<file path="src/rtl/ilbm_br1_pkg.sv">
// Shared types, codes and helpers for the ILBM body ByteRun1 decoder.
// No dependencies; every file but the assertion macro header imports this package.
package ilbm_br1_pkg;

  // Default for the colour plane ceiling
  localparam int MAX_PLANES_DEF = 8;

  // Fixed field widths
  localparam int COL_W       = 13;
  localparam int ROW_W       = 16;
  localparam int BPR_W       = 14;   // row bytes reach 8192
  localparam int PLANE_OUT_W = 3;
  localparam int CFG_IDX_W   = 3;
  localparam int CFG_DATA_W  = 16;

  localparam logic [7:0] RUN_MAX  = 8'd128;
  localparam logic [7:0] NOP_CODE = 8'h80;   // count byte -128

  // Configuration register indexes
  localparam logic [CFG_IDX_W-1:0] CFG_MODE   = 3'd0;
  localparam logic [CFG_IDX_W-1:0] CFG_MASK   = 3'd1;
  localparam logic [CFG_IDX_W-1:0] CFG_WIDTH  = 3'd2;
  localparam logic [CFG_IDX_W-1:0] CFG_HEIGHT = 3'd3;
  localparam logic [CFG_IDX_W-1:0] CFG_PLANES = 3'd4;

  // Compression modes
  localparam logic MODE_RAW      = 1'b0;
  localparam logic MODE_BYTERUN1 = 1'b1;

  // Status / error codes
  localparam logic [1:0] STAT_OK       = 2'd0;
  localparam logic [1:0] STAT_SHORT    = 2'd1;
  localparam logic [1:0] STAT_TRAILING = 2'd2;
  localparam logic [1:0] STAT_OVERRUN  = 2'd3;

  typedef enum logic [1:0] {
    PH_COUNT,
    PH_LITERAL,
    PH_REPEAT,
    PH_DROP
  } parse_phase_t;

  typedef struct packed {
    logic [7:0] in_byte;
    logic       last;
  } in_item_t;

  typedef struct packed {
    logic [7:0]             out_value;
    logic [7:0]             run_length;
    logic [PLANE_OUT_W-1:0] out_plane;
    logic [ROW_W-1:0]       out_row;
    logic [COL_W-1:0]       out_column;
    logic                   done_res;
    logic [1:0]             status;
  } out_item_t;

  // Effective image geometry, derived from the configuration registers
  typedef struct packed {
    logic             mode;
    logic [BPR_W-1:0] row_bytes;
    logic [ROW_W-1:0] height;
  } cfg_view_t;

  // Decoder state apart from the plane index (its width follows MAX_PLANES)
  typedef struct packed {
    parse_phase_t     phase;
    logic [7:0]       literal_left;
    logic [7:0]       repeat_length;
    logic [ROW_W-1:0] row;
    logic [COL_W-1:0] column;
    logic             complete;
    logic [1:0]       error;
  } dec_state_t;

  // First error seen sticks
  function automatic logic [1:0] set_err(logic [1:0] cur, logic [1:0] code);
    return (cur == STAT_OK) ? code : cur;
  endfunction

endpackage

</file>
<file path="src/rtl/ilbm_br1_cfg.sv">
// Configuration registers and derived image geometry.
// Depends on ilbm_br1_pkg.
module ilbm_br1_cfg #(
  parameter int MAX_PLANES = ilbm_br1_pkg::MAX_PLANES_DEF,
  localparam int PLANE_W = $clog2(MAX_PLANES + 2)
) (
  input  logic                                clk,
  input  logic                                rst_n,
  input  logic                                cfg_valid,
  output logic                                cfg_ready,
  input  logic [ilbm_br1_pkg::CFG_IDX_W-1:0]  cfg_index,
  input  logic [ilbm_br1_pkg::CFG_DATA_W-1:0] cfg_data,
  output ilbm_br1_pkg::cfg_view_t             cfg_view,
  output logic [PLANE_W-1:0]                  colour_planes,
  output logic [PLANE_W-1:0]                  plane_total
);
  import ilbm_br1_pkg::*;

  logic        mode_r;
  logic        mask_r;
  logic [15:0] width_r;
  logic [15:0] height_r;
  logic [3:0]  planes_r;

  logic [15:0] width_eff;
  logic [11:0] words;
  logic [3:0]  planes_eff;

  assign cfg_ready = 1'b1;

  // Register writes; unknown indexes are dropped
  always_ff @(posedge clk) begin
    if (!rst_n) begin
      mode_r   <= MODE_BYTERUN1;
      mask_r   <= 1'b0;
      width_r  <= 16'd320;
      height_r <= 16'd200;
      planes_r <= 4'd5;
    end else if (cfg_valid && cfg_ready) begin
      case (cfg_index)
        CFG_MODE:   mode_r   <= cfg_data[0];
        CFG_MASK:   mask_r   <= cfg_data[0];
        CFG_WIDTH:  width_r  <= cfg_data[15:0];
        CFG_HEIGHT: height_r <= cfg_data[15:0];
        CFG_PLANES: planes_r <= cfg_data[3:0];
        default: ;
      endcase
    end
  end

  // Row bytes: width rounded up to 16-pixel words, two bytes per word
  always_comb begin
    width_eff = (width_r == 16'd0) ? 16'd1 : width_r;
    words     = width_eff[15:4];
    cfg_view.mode      = mode_r;
    cfg_view.row_bytes = {({1'b0, words} + {12'd0, |width_eff[3:0]}), 1'b0};
    cfg_view.height    = (height_r == 16'd0) ? 16'd1 : height_r;
  end

  // Colour planes clamped to 1..MAX_PLANES; mask plane adds one more slot
  always_comb begin
    planes_eff = (planes_r == 4'd0) ? 4'd1 : planes_r;
    if (int'(planes_eff) > MAX_PLANES) begin
      colour_planes = PLANE_W'(MAX_PLANES);
    end else begin
      colour_planes = PLANE_W'(planes_eff);
    end
    plane_total = colour_planes + PLANE_W'(mask_r);
  end

endmodule

</file>
<file path="src/rtl/ilbm_br1_step.sv">
// One-byte decode step: position normalise, raw or ByteRun1 parse, advance, result build.
// Purely combinational; depends on ilbm_br1_pkg.
module ilbm_br1_step #(
  parameter int MAX_PLANES = ilbm_br1_pkg::MAX_PLANES_DEF,
  localparam int PLANE_W = $clog2(MAX_PLANES + 2)
) (
  input  ilbm_br1_pkg::cfg_view_t  cfg_view,
  input  logic [PLANE_W-1:0]       colour_planes,
  input  logic [PLANE_W-1:0]       plane_total,
  input  ilbm_br1_pkg::in_item_t   item,
  input  ilbm_br1_pkg::dec_state_t st_cur,
  input  logic [PLANE_W-1:0]       plane_cur,
  output ilbm_br1_pkg::dec_state_t st_nxt,
  output logic [PLANE_W-1:0]       plane_nxt,
  output logic                     has_result,
  output ilbm_br1_pkg::out_item_t  result
);
  import ilbm_br1_pkg::*;

  // Normalised position at the start of the step
  logic [COL_W-1:0]   n_col;
  logic [PLANE_W-1:0] n_plane;
  logic [ROW_W-1:0]   n_row;
  logic               n_done;
  logic [PLANE_W-1:0] pl1;
  logic [ROW_W-1:0]   row1;

  // Parse outputs
  parse_phase_t p_phase;
  logic [7:0]   p_lit;
  logic [7:0]   p_rep;
  logic [1:0]   p_err;
  logic         emit;
  logic         adv_en;
  logic [7:0]   adv_k;

  // Advanced position
  logic [COL_W-1:0]   a_col;
  logic [PLANE_W-1:0] a_plane;
  logic [ROW_W-1:0]   a_row;
  logic               a_done;

  logic [BPR_W-1:0] remaining;
  logic             real_plane;
  logic [7:0]       lit_new;
  logic [7:0]       rep_new;
  logic [BPR_W-1:0] k_min;
  logic [7:0]       k_run;
  logic             hit_end;
  logic [1:0]       status;

  // Bring a stale position inside the current bounds
  always_comb begin
    n_col   = st_cur.column;
    n_plane = plane_cur;
    n_row   = st_cur.row;
    n_done  = st_cur.complete;
    pl1     = plane_cur;
    row1    = st_cur.row;
    if (!st_cur.complete) begin
      if ({1'b0, st_cur.column} >= cfg_view.row_bytes) begin
        n_col = '0;
        pl1   = plane_cur + PLANE_W'(1);
      end
      n_plane = pl1;
      if (pl1 >= plane_total) begin
        n_plane = '0;
        row1    = st_cur.row + ROW_W'(1);
      end
      n_row = row1;
      if (row1 >= cfg_view.height) begin
        n_row   = '0;
        n_plane = '0;
        n_col   = '0;
        n_done  = 1'b1;
      end
    end
  end

  // Shared arithmetic on the normalised position
  always_comb begin
    remaining  = cfg_view.row_bytes - {1'b0, n_col};
    real_plane = (n_plane < colour_planes);
    lit_new    = {1'b0, item.in_byte[6:0]} + 8'd1;
    rep_new    = 8'(9'd257 - {1'b0, item.in_byte});
    k_min      = ({6'd0, st_cur.repeat_length} < remaining) ?
                 {6'd0, st_cur.repeat_length} : remaining;
    k_run      = (k_min == '0) ? 8'd1 : k_min[7:0];
  end

  // Parser: raw bytes, or ByteRun1 count / literal / repeat / drop phases
  always_comb begin
    p_phase = st_cur.phase;
    p_lit   = st_cur.literal_left;
    p_rep   = st_cur.repeat_length;
    p_err   = st_cur.error;
    emit    = 1'b0;
    adv_en  = 1'b0;
    adv_k   = 8'd1;
    if (n_done) begin
      // Image already full: raw and count bytes are trailing, open runs drain quietly
      if (cfg_view.mode == MODE_RAW || st_cur.phase == PH_COUNT) begin
        p_err = set_err(st_cur.error, STAT_TRAILING);
      end else if (st_cur.phase == PH_REPEAT) begin
        p_phase = PH_COUNT;
      end else if (st_cur.literal_left <= 8'd1) begin
        p_lit   = 8'd0;
        p_phase = PH_COUNT;
      end else begin
        p_lit = st_cur.literal_left - 8'd1;
      end
    end else if (cfg_view.mode == MODE_RAW) begin
      emit   = real_plane;
      adv_en = 1'b1;
    end else begin
      unique case (st_cur.phase)
        PH_COUNT: begin
          if (!item.in_byte[7]) begin
            p_lit   = lit_new;
            p_phase = PH_LITERAL;
            if ({6'd0, lit_new} > remaining) p_err = set_err(st_cur.error, STAT_OVERRUN);
          end else if (item.in_byte != NOP_CODE) begin
            p_rep   = rep_new;
            p_phase = PH_REPEAT;
            if ({6'd0, rep_new} > remaining) p_err = set_err(st_cur.error, STAT_OVERRUN);
          end
        end
        PH_LITERAL: begin
          emit   = real_plane;
          adv_en = 1'b1;
          if (st_cur.literal_left <= 8'd1) begin
            p_lit   = 8'd0;
            p_phase = PH_COUNT;
          end else begin
            p_lit = st_cur.literal_left - 8'd1;
            if (remaining == BPR_W'(1)) p_phase = PH_DROP;
          end
        end
        PH_REPEAT: begin
          emit    = real_plane;
          adv_en  = 1'b1;
          adv_k   = k_run;
          p_phase = PH_COUNT;
          p_rep   = 8'd0;
        end
        PH_DROP: begin
          // literal bytes clipped at the row end
          if (st_cur.literal_left <= 8'd1) begin
            p_lit   = 8'd0;
            p_phase = PH_COUNT;
          end else begin
            p_lit = st_cur.literal_left - 8'd1;
          end
        end
        default: ;
      endcase
    end
  end

  // Advance the position; a step never goes beyond the row end
  always_comb begin
    hit_end = ({6'd0, adv_k} == remaining);
    a_col   = n_col;
    a_plane = n_plane;
    a_row   = n_row;
    a_done  = n_done;
    if (adv_en) begin
      if (hit_end) begin
        a_col = '0;
        if (n_plane + PLANE_W'(1) >= plane_total) begin
          a_plane = '0;
          if ({1'b0, n_row} + 17'd1 >= {1'b0, cfg_view.height}) begin
            a_row  = '0;
            a_done = 1'b1;
          end else begin
            a_row = n_row + ROW_W'(1);
          end
        end else begin
          a_plane = n_plane + PLANE_W'(1);
        end
      end else begin
        a_col = COL_W'({1'b0, n_col} + {6'd0, adv_k});
      end
    end
  end

  // Result item and end-of-body status; last byte returns state to reset values
  always_comb begin
    if (p_err != STAT_OK) begin
      status = p_err;
    end else if (!a_done || (cfg_view.mode == MODE_BYTERUN1 && p_phase != PH_COUNT)) begin
      status = STAT_SHORT;
    end else begin
      status = STAT_OK;
    end

    has_result = emit || item.last;
    result     = '0;
    if (emit) begin
      result.out_value  = item.in_byte;
      result.run_length = adv_k;
      result.out_plane  = PLANE_OUT_W'(n_plane);
      result.out_row    = n_row;
      result.out_column = n_col;
    end
    result.done_res = item.last;
    result.status   = item.last ? status : STAT_OK;

    if (item.last) begin
      st_nxt    = '0;
      st_nxt.phase = PH_COUNT;
      st_nxt.error = STAT_OK;
      plane_nxt = '0;
    end else begin
      st_nxt.phase         = p_phase;
      st_nxt.literal_left  = p_lit;
      st_nxt.repeat_length = p_rep;
      st_nxt.row           = a_row;
      st_nxt.column        = a_col;
      st_nxt.complete      = a_done;
      st_nxt.error         = p_err;
      plane_nxt            = a_plane;
    end
  end

endmodule

</file>
<file path="src/rtl/ilbm_body_byterun1_decoder_core.sv">
// ILBM body decoder (raw or ByteRun1 rows) top level.
// Depends on ilbm_br1_pkg, ilbm_br1_cfg and ilbm_br1_step.
//
// Usage:
//   in_*  : one body byte per transfer, with a flag on the final byte.
//   out_* : run descriptors (value, length 1..128, plane, row, byte column);
//           the final byte always yields one item with done_res set and the
//           body status. Mask plane data and count bytes give no item.
//   cfg_* : register writes (mode, mask, width, height, planes), always
//           ready; write only while no byte is in flight.
// Timing: a byte taken into the input register is decoded once the result
//   register is free or being emptied, and its run is offered on out_valid
//   from then on. One byte is taken every cycle while that holds; the limit
//   is the single decode stage that updates the position counters.
// Stalls: the input register and the result register are decoupled, so a
//   byte is taken while a result waits; when both are full, in_ready drops
//   until out_ready frees the result register.
// Reset: synchronous, active low; registers return to their defaults and
//   the decoder waits for the first count byte of a new body. After each
//   final byte the decoder returns to that same state by itself.
module ilbm_body_byterun1_decoder_core #(
  parameter int MAX_PLANES = ilbm_br1_pkg::MAX_PLANES_DEF
) (
  input  logic                                clk,
  input  logic                                rst_n,
  input  logic                                in_valid,
  output logic                                in_ready,
  input  ilbm_br1_pkg::in_item_t              in_data,
  output logic                                out_valid,
  input  logic                                out_ready,
  output ilbm_br1_pkg::out_item_t             out_data,
  input  logic                                cfg_valid,
  output logic                                cfg_ready,
  input  logic [ilbm_br1_pkg::CFG_IDX_W-1:0]  cfg_index,
  input  logic [ilbm_br1_pkg::CFG_DATA_W-1:0] cfg_data
);
  import ilbm_br1_pkg::*;

  localparam int PLANE_W = $clog2(MAX_PLANES + 2);

  cfg_view_t          cfg_view;
  logic [PLANE_W-1:0] colour_planes;
  logic [PLANE_W-1:0] plane_total;

  logic               in_valid_r;
  in_item_t           in_data_r;
  dec_state_t         st_r;
  dec_state_t         st_nxt;
  logic [PLANE_W-1:0] plane_r;
  logic [PLANE_W-1:0] plane_nxt;
  logic               out_valid_r;
  out_item_t          out_data_r;

  logic               has_result;
  out_item_t          result;
  logic               advance;

  ilbm_br1_cfg #(.MAX_PLANES(MAX_PLANES)) u_cfg (
    .clk          (clk),
    .rst_n        (rst_n),
    .cfg_valid    (cfg_valid),
    .cfg_ready    (cfg_ready),
    .cfg_index    (cfg_index),
    .cfg_data     (cfg_data),
    .cfg_view     (cfg_view),
    .colour_planes(colour_planes),
    .plane_total  (plane_total)
  );

  ilbm_br1_step #(.MAX_PLANES(MAX_PLANES)) u_step (
    .cfg_view     (cfg_view),
    .colour_planes(colour_planes),
    .plane_total  (plane_total),
    .item         (in_data_r),
    .st_cur       (st_r),
    .plane_cur    (plane_r),
    .st_nxt       (st_nxt),
    .plane_nxt    (plane_nxt),
    .has_result   (has_result),
    .result       (result)
  );

  // Decode proceeds when the result register is free or being emptied
  assign advance  = in_valid_r && (!out_valid_r || out_ready);
  assign in_ready = !in_valid_r || advance;

  // Input register
  always_ff @(posedge clk) begin
    if (!rst_n) begin
      in_valid_r <= 1'b0;
    end else if (in_ready) begin
      in_valid_r <= in_valid;
    end
  end

  always_ff @(posedge clk) begin
    if (in_valid && in_ready) begin
      in_data_r <= in_data;
    end
  end

  // Decoder state
  always_ff @(posedge clk) begin
    if (!rst_n) begin
      st_r    <= '{phase: PH_COUNT, error: STAT_OK, default: '0};
      plane_r <= '0;
    end else if (advance) begin
      st_r    <= st_nxt;
      plane_r <= plane_nxt;
    end
  end

  // Result register
  always_ff @(posedge clk) begin
    if (!rst_n) begin
      out_valid_r <= 1'b0;
    end else if (advance && has_result) begin
      out_valid_r <= 1'b1;
    end else if (out_ready) begin
      out_valid_r <= 1'b0;
    end
  end

  always_ff @(posedge clk) begin
    if (advance && has_result) begin
      out_data_r <= result;
    end
  end

  assign out_valid = out_valid_r;
  assign out_data  = out_data_r;

endmodule

</file>
<file path="config.mk">
export PLATFORM = sky130hd
export DESIGN_NAME = ilbm_body_byterun1_decoder_core
export DESIGN_NICKNAME = d
export VERILOG_FILES = /design/src/rtl/ilbm_br1_pkg.sv /design/src/rtl/ilbm_br1_cfg.sv /design/src/rtl/ilbm_br1_step.sv /design/src/rtl/ilbm_body_byterun1_decoder_core.sv
export SDC_FILE = /design/constraint.sdc
export NUM_CORES = 1
export LEC_CHECK = 0
export ABC_AREA = 1
export BUFFER_PORTS_ARGS = -buffer_cell sky130_fd_sc_hd__buf_2
export CORE_UTILIZATION = 45
export CTS_BUF_LIST = sky130_fd_sc_hd__clkbuf_8
export CTS_CLUSTER_DIAMETER = 200
export DETAILED_ROUTE_END_ITERATION = 8
export PLACE_DENSITY = 0.69
export SLEW_MARGIN = 20
export SYNTH_ARGS = -nofsm -noshare
export SYNTH_HDL_FRONTEND = slang
export SYNTH_HIERARCHICAL = 1
export SYNTH_SLANG_ARGS = --single-unit
</file>
<file path="constraint.sdc">
create_clock -name clk -period 26 [get_ports clk]
set_input_delay 7.8 -clock clk [delete_from_list [all_inputs] [get_ports clk]]
set_output_delay 7.8 -clock clk [all_outputs]
set_load 0.03 [all_outputs]
</file>
### Word-level counts from Yosys, hierarchy flattened

Index checks and enable logic that the tools add are counted.

* ROM bits: 0
* word-level logic and storage cells: 180
* memory bits (writable): 0
* bits in latches: 0
* register bits: 154
* memories: 0
* input port bits: 33

* div/mod/pow operators: 0
* bitwise gates (word level): 1
* $lt $le $gt $ge: 11
* reduce and logical (&&, ||, !) cells: 36
* shift operators: 0
* add/subtract/negate cells: 12
* muxes and demuxes: 80
* equality and inequality tests: 16
* $mul: 0

Operators with widths (number)
* two-way mux 16 bit: 10
* two-way mux 8 bit: 14
* two-way mux 13 bit: 5
* two-way mux 50 bit: 1
* two-way mux 4 bit: 11
* two-way mux 2 bit: 20
* adder 16 x 1 -> 16 bit, second input constant: 2
* logical NOT 16 bit: 2
* one-hot mux 8 bit (2 select lines): 2
* greater-than comparator 8 x 14 -> 1 bit: 2
* adder 16 x 1 -> 17 bit, second input constant: 1
* >= comparator 17 x 16 -> 1 bit: 1
* >= comparator 16 bit: 1
* two-way mux 1 bit: 15
* equality test 14 x 1 -> 1 bit, second input constant: 1
* equality test 8 x 14 -> 1 bit: 1
* >= comparator 13 x 14 -> 1 bit: 1
* logical NOT 14 bit: 1
* < comparator 8 x 14 -> 1 bit: 1
* two-way mux 14 bit: 1
* subtractor 14 x 13 -> 14 bit: 1
* adder 12 x 1 -> 13 bit: 1
* adder 13 x 8 -> 13 bit: 1
* inequality test 3 bit, second input constant: 4
* 32 further kinds: 56

### Longest topological paths before layout

* depth in word-level cells: 28
* mapped depth: 87

### Modules after synthesis

The synthesis kept the hierarchy.

Modules (own cells, without submodules)
* ilbm_br1_step: sequential area each 0.0 sq um, instances 1, cells each 1228, area each 6627.6 sq um
* ilbm_body_byterun1_decoder_core: sequential area each 2922.8 sq um, instances 1, cells each 430, area each 4349.2 sq um
* ilbm_br1_cfg: sequential area each 760.7 sq um, instances 1, cells each 373, area each 2274.7 sq um

### Worst setup path before layout

No wires, ideal clock.

* path type: input-to-output
* start: in out_ready
* end: out in_ready
* path slack: 10090 ps
* stages on the path: 2
* buffers on the path: 0
* data required time: 18200 ps
* arrival: 8110 ps
* path through: inv_2 -> nand3_1

* word-level cells in the longest chain between the ends: 3

RTL lines
* from (decl): RTL line ilbm_body_byterun1_decoder_core.sv:30 `input logic out_ready,`
* logical OR 1 bit: RTL line ilbm_body_byterun1_decoder_core.sv:84 `assign advance = in_valid_r && (!out_valid_r || out_ready);`
* logical AND 1 bit: RTL line ilbm_body_byterun1_decoder_core.sv:84
* logical OR 1 bit: RTL line ilbm_body_byterun1_decoder_core.sv:85 `assign in_ready = !in_valid_r || advance;`
* to (decl): RTL line ilbm_body_byterun1_decoder_core.sv:27 `output logic in_ready,`

No other way between the ends.

### Worst setup path after layout

Ends and elaborated chain as after synthesis.

==> reports/results.ini <==
[die]
die_area_um2 = 30100
rows = 62
die_w_um = 174
start_util = 0.459
num_io_pins = 87
die_h_um = 174
design.core.area_um2 = 28900

[logic_synthesis]
synth_commonest_cells = 423 x nand2_1, 346 x inv_1, 285 x nor2_1
synth_ff_type = dfxtp_1
synth_area_um2 = 13300
synth_edf_count = 60
syn_area_per_cell_um2 = 6.52
yosysSeqAreaShare = 0.278
synth_cells = 2031
synth_top_area_cell = dfxtp_1
ys_types = 49
syn-num-nets = 2179
synthArstFlopShare = 0
yosys_warnings = 6
ys_seq_elements = 154
synth_top_area_share = 0.142
yosysMostFrequentCell = nand2_1
ys_top_cells_by_area = dfxtp_1 14%, edfxtp_1 14%, nand2_1 12%

[clock_network]
cts_resized = 0
cts_root_buffer = clkbuf_8
worstSkewPairLatency_ps = 470
post_cts_buffers = 0
cts_hold_buf = 0
clk_path_buf_depth = 2
clk_pin_slew_ps = 80
cts_sinks = 154
htreeDepth = 4
cts_tree = built
numCtsBuffers = 17

[final_layout]
final_cells = 2452
fill_cells = 3007
area_growth_pct = 6.48
final_area_um2 = 14100
antenna_cells = 0
drive_gt1_frac = 0.0779
final_nets = 2204

[grt]
grt-ovfl-total = 0
grt_pass1_wl_mm = 58.3
grt_usage = 0.236
grt_start_max_net_pins = 106
grt_pass1_vias = 11879
antenna_found_initial = 0

[critical_path]
crit_start = out_ready
timing.rr.start = u_cfg/width_r[12]
reg2reg_slack_ps = 13380
critPathArrivalTime_ps = 8280
timing.rr.end = st_r[15]
rr_worst_depth = 81
path_class = in -> out
cp-endpoint = in_ready
worstPathMaxFanout = 3
worstPathRequired_ps = 18200
startpoint_type = input port
cp-end-kind = output port

[detailed_routing]
vias = 12940
wire_per_inst_um = 14.4
first_iter_violations = 1048
ant_nets = 0
wl_mm = 35.4
drc = 0
firstDrtPassIters = 5
viasPerCell = 5.28

[sta]
rsz0062_at_grt = no
fin_ws_ps = 9920
setup_tns_ps = 0
fin_skew_ps = 17.7
slew_headroom = 0.280
fmax_mhz = 62.2
hold_viol = 0
period_share = 0.619
slew_violations = 0
setup_violations = 0
period_minus_slack_ps = 16080
worstMarginPinSlew_ps = 1080

[power]
peakVddDrop_mv = 0.0347
p_leak_nw = 6.70
p_per_area_nw_per_um2 = 60.9

[placed_design]
io_buffers = 85
dp.cells = 2421
dp_hpwl_mm = 26.4
post_dp_cell_area_um2 = 13800
detailedPlace.worstSlack_ps = 9930
gp_congestion = 0.937

[hold_path]
hold_class = reg -> reg

[outcome]
outcome = complete, no violations

[run]
drv_cap = 0

[routing by layer]
metal,global-route usage,up-vias,routed length (um)
met1,0.315,5897,16400
li1,-,6583,-
met2,0.393,403,16200
met3,0.0307,57,1990
met5,0,-,0
met4,0.0775,0,841
[cells in the final DEF, fill, tap and decap left out, drive strengths merged, types with 4 or more instances in the layout]
| master | n |
|---|---|
| nand3 | 176 |
| clkinv | 8 |
| nor3 | 26 |
| clkbuf | 17 |
| a21oi | 135 |
| dfxtp | 94 |
| a311oi | 4 |
| nand2 | 433 |
| inv | 354 |
| a22oi | 12 |
| or2 | 7 |
| nand4 | 46 |
| a21boi | 4 |
| xnor2 | 8 |
| xor2 | 53 |
| edfxtp | 60 |
| nor2 | 295 |
| buf | 95 |
| nand3b | 6 |
| a32oi | 5 |
| o21ai | 68 |
| o31ai | 5 |
| o22ai | 10 |
| a211oi | 6 |
| ha | 113 |
[worst max-delay path, stage by stage]
cell,delay [ps]
buf_2,100
inv_2,70
nand3_1,110
buf_2,200
[power by group]
part           switching, mW  total, mW  internal [mW]
clock                  0.101      0.177         0.0757
combinational          0.274      0.400          0.126
sequential            0.0139      0.282          0.268
total                  0.389      0.859          0.470
[worst min path at each step]
stage,from,to,slack [ps],depth (start not counted)
final,u_cfg/planes_r[0],u_cfg/planes_r[0],490,2
after global routing,u_cfg/width_r[0],u_cfg/width_r[0],510,2
after CTS,st_r[3],st_r[3],490,2
after detailed placement,st_r[3],st_r[3],470,2
after global placement,u_cfg/planes_r[0],u_cfg/planes_r[0],450,2
after floorplan,u_cfg/planes_r[0],u_cfg/planes_r[0],430,2
[metrics by stage]
| stage | total power [mW] | hold WS (ps) | utilization |
|---|---|---|---|
| after global placement | 0.672 | 454 | 0.477 |
| after global routing | 0.924 | 513 | 0.489 |
| final | 0.859 | 486 | 0.489 |
| after CTS | 0.858 | 492 | 0.489 |
| after detailed placement | 0.680 | 471 | 0.477 |
| after floorplan | 0.584 | 430 | - |
[state kept, by name, indices dropped and copies added, names as in the netlist]
name and count:
in_data_r 9, in_valid_r 1, out_data 51, out_valid 1
plane_r 4, st_r 50, u_cfg/height_r 16, u_cfg/mask_r 1
u_cfg/mode_r 1, u_cfg/planes_r 4, u_cfg/width_r 16
[kinds of logic (layout without fill, tap and decap cells)]
group,count (synthesis),in the layout,synth area share
xor gates and xnor gates,61,61,0.0403
DFF,154,154,0.278
AOI/OAI and AO/OA,265,265,0.112
adders and majority gates,115,115,0.110
other,2,2,0.000567
buffers and inverters,440,477,0.137
and+or+nand+nor,994,994,0.322
[cell type report]
class,count,area (um^2),area share
Clock buffer,17,234,0.0166
Inverter,351,1320,0.0934
Clock inverter,14,124,0.00878
Tap cell,384,480,0.0341
Sequential cell,154,3690,0.261
Timing Repair Buffer,95,500,0.0355
Multi-Input combinational cell,1437,7770,0.550
Note: power is estimated with default switching activity, not from simulation.
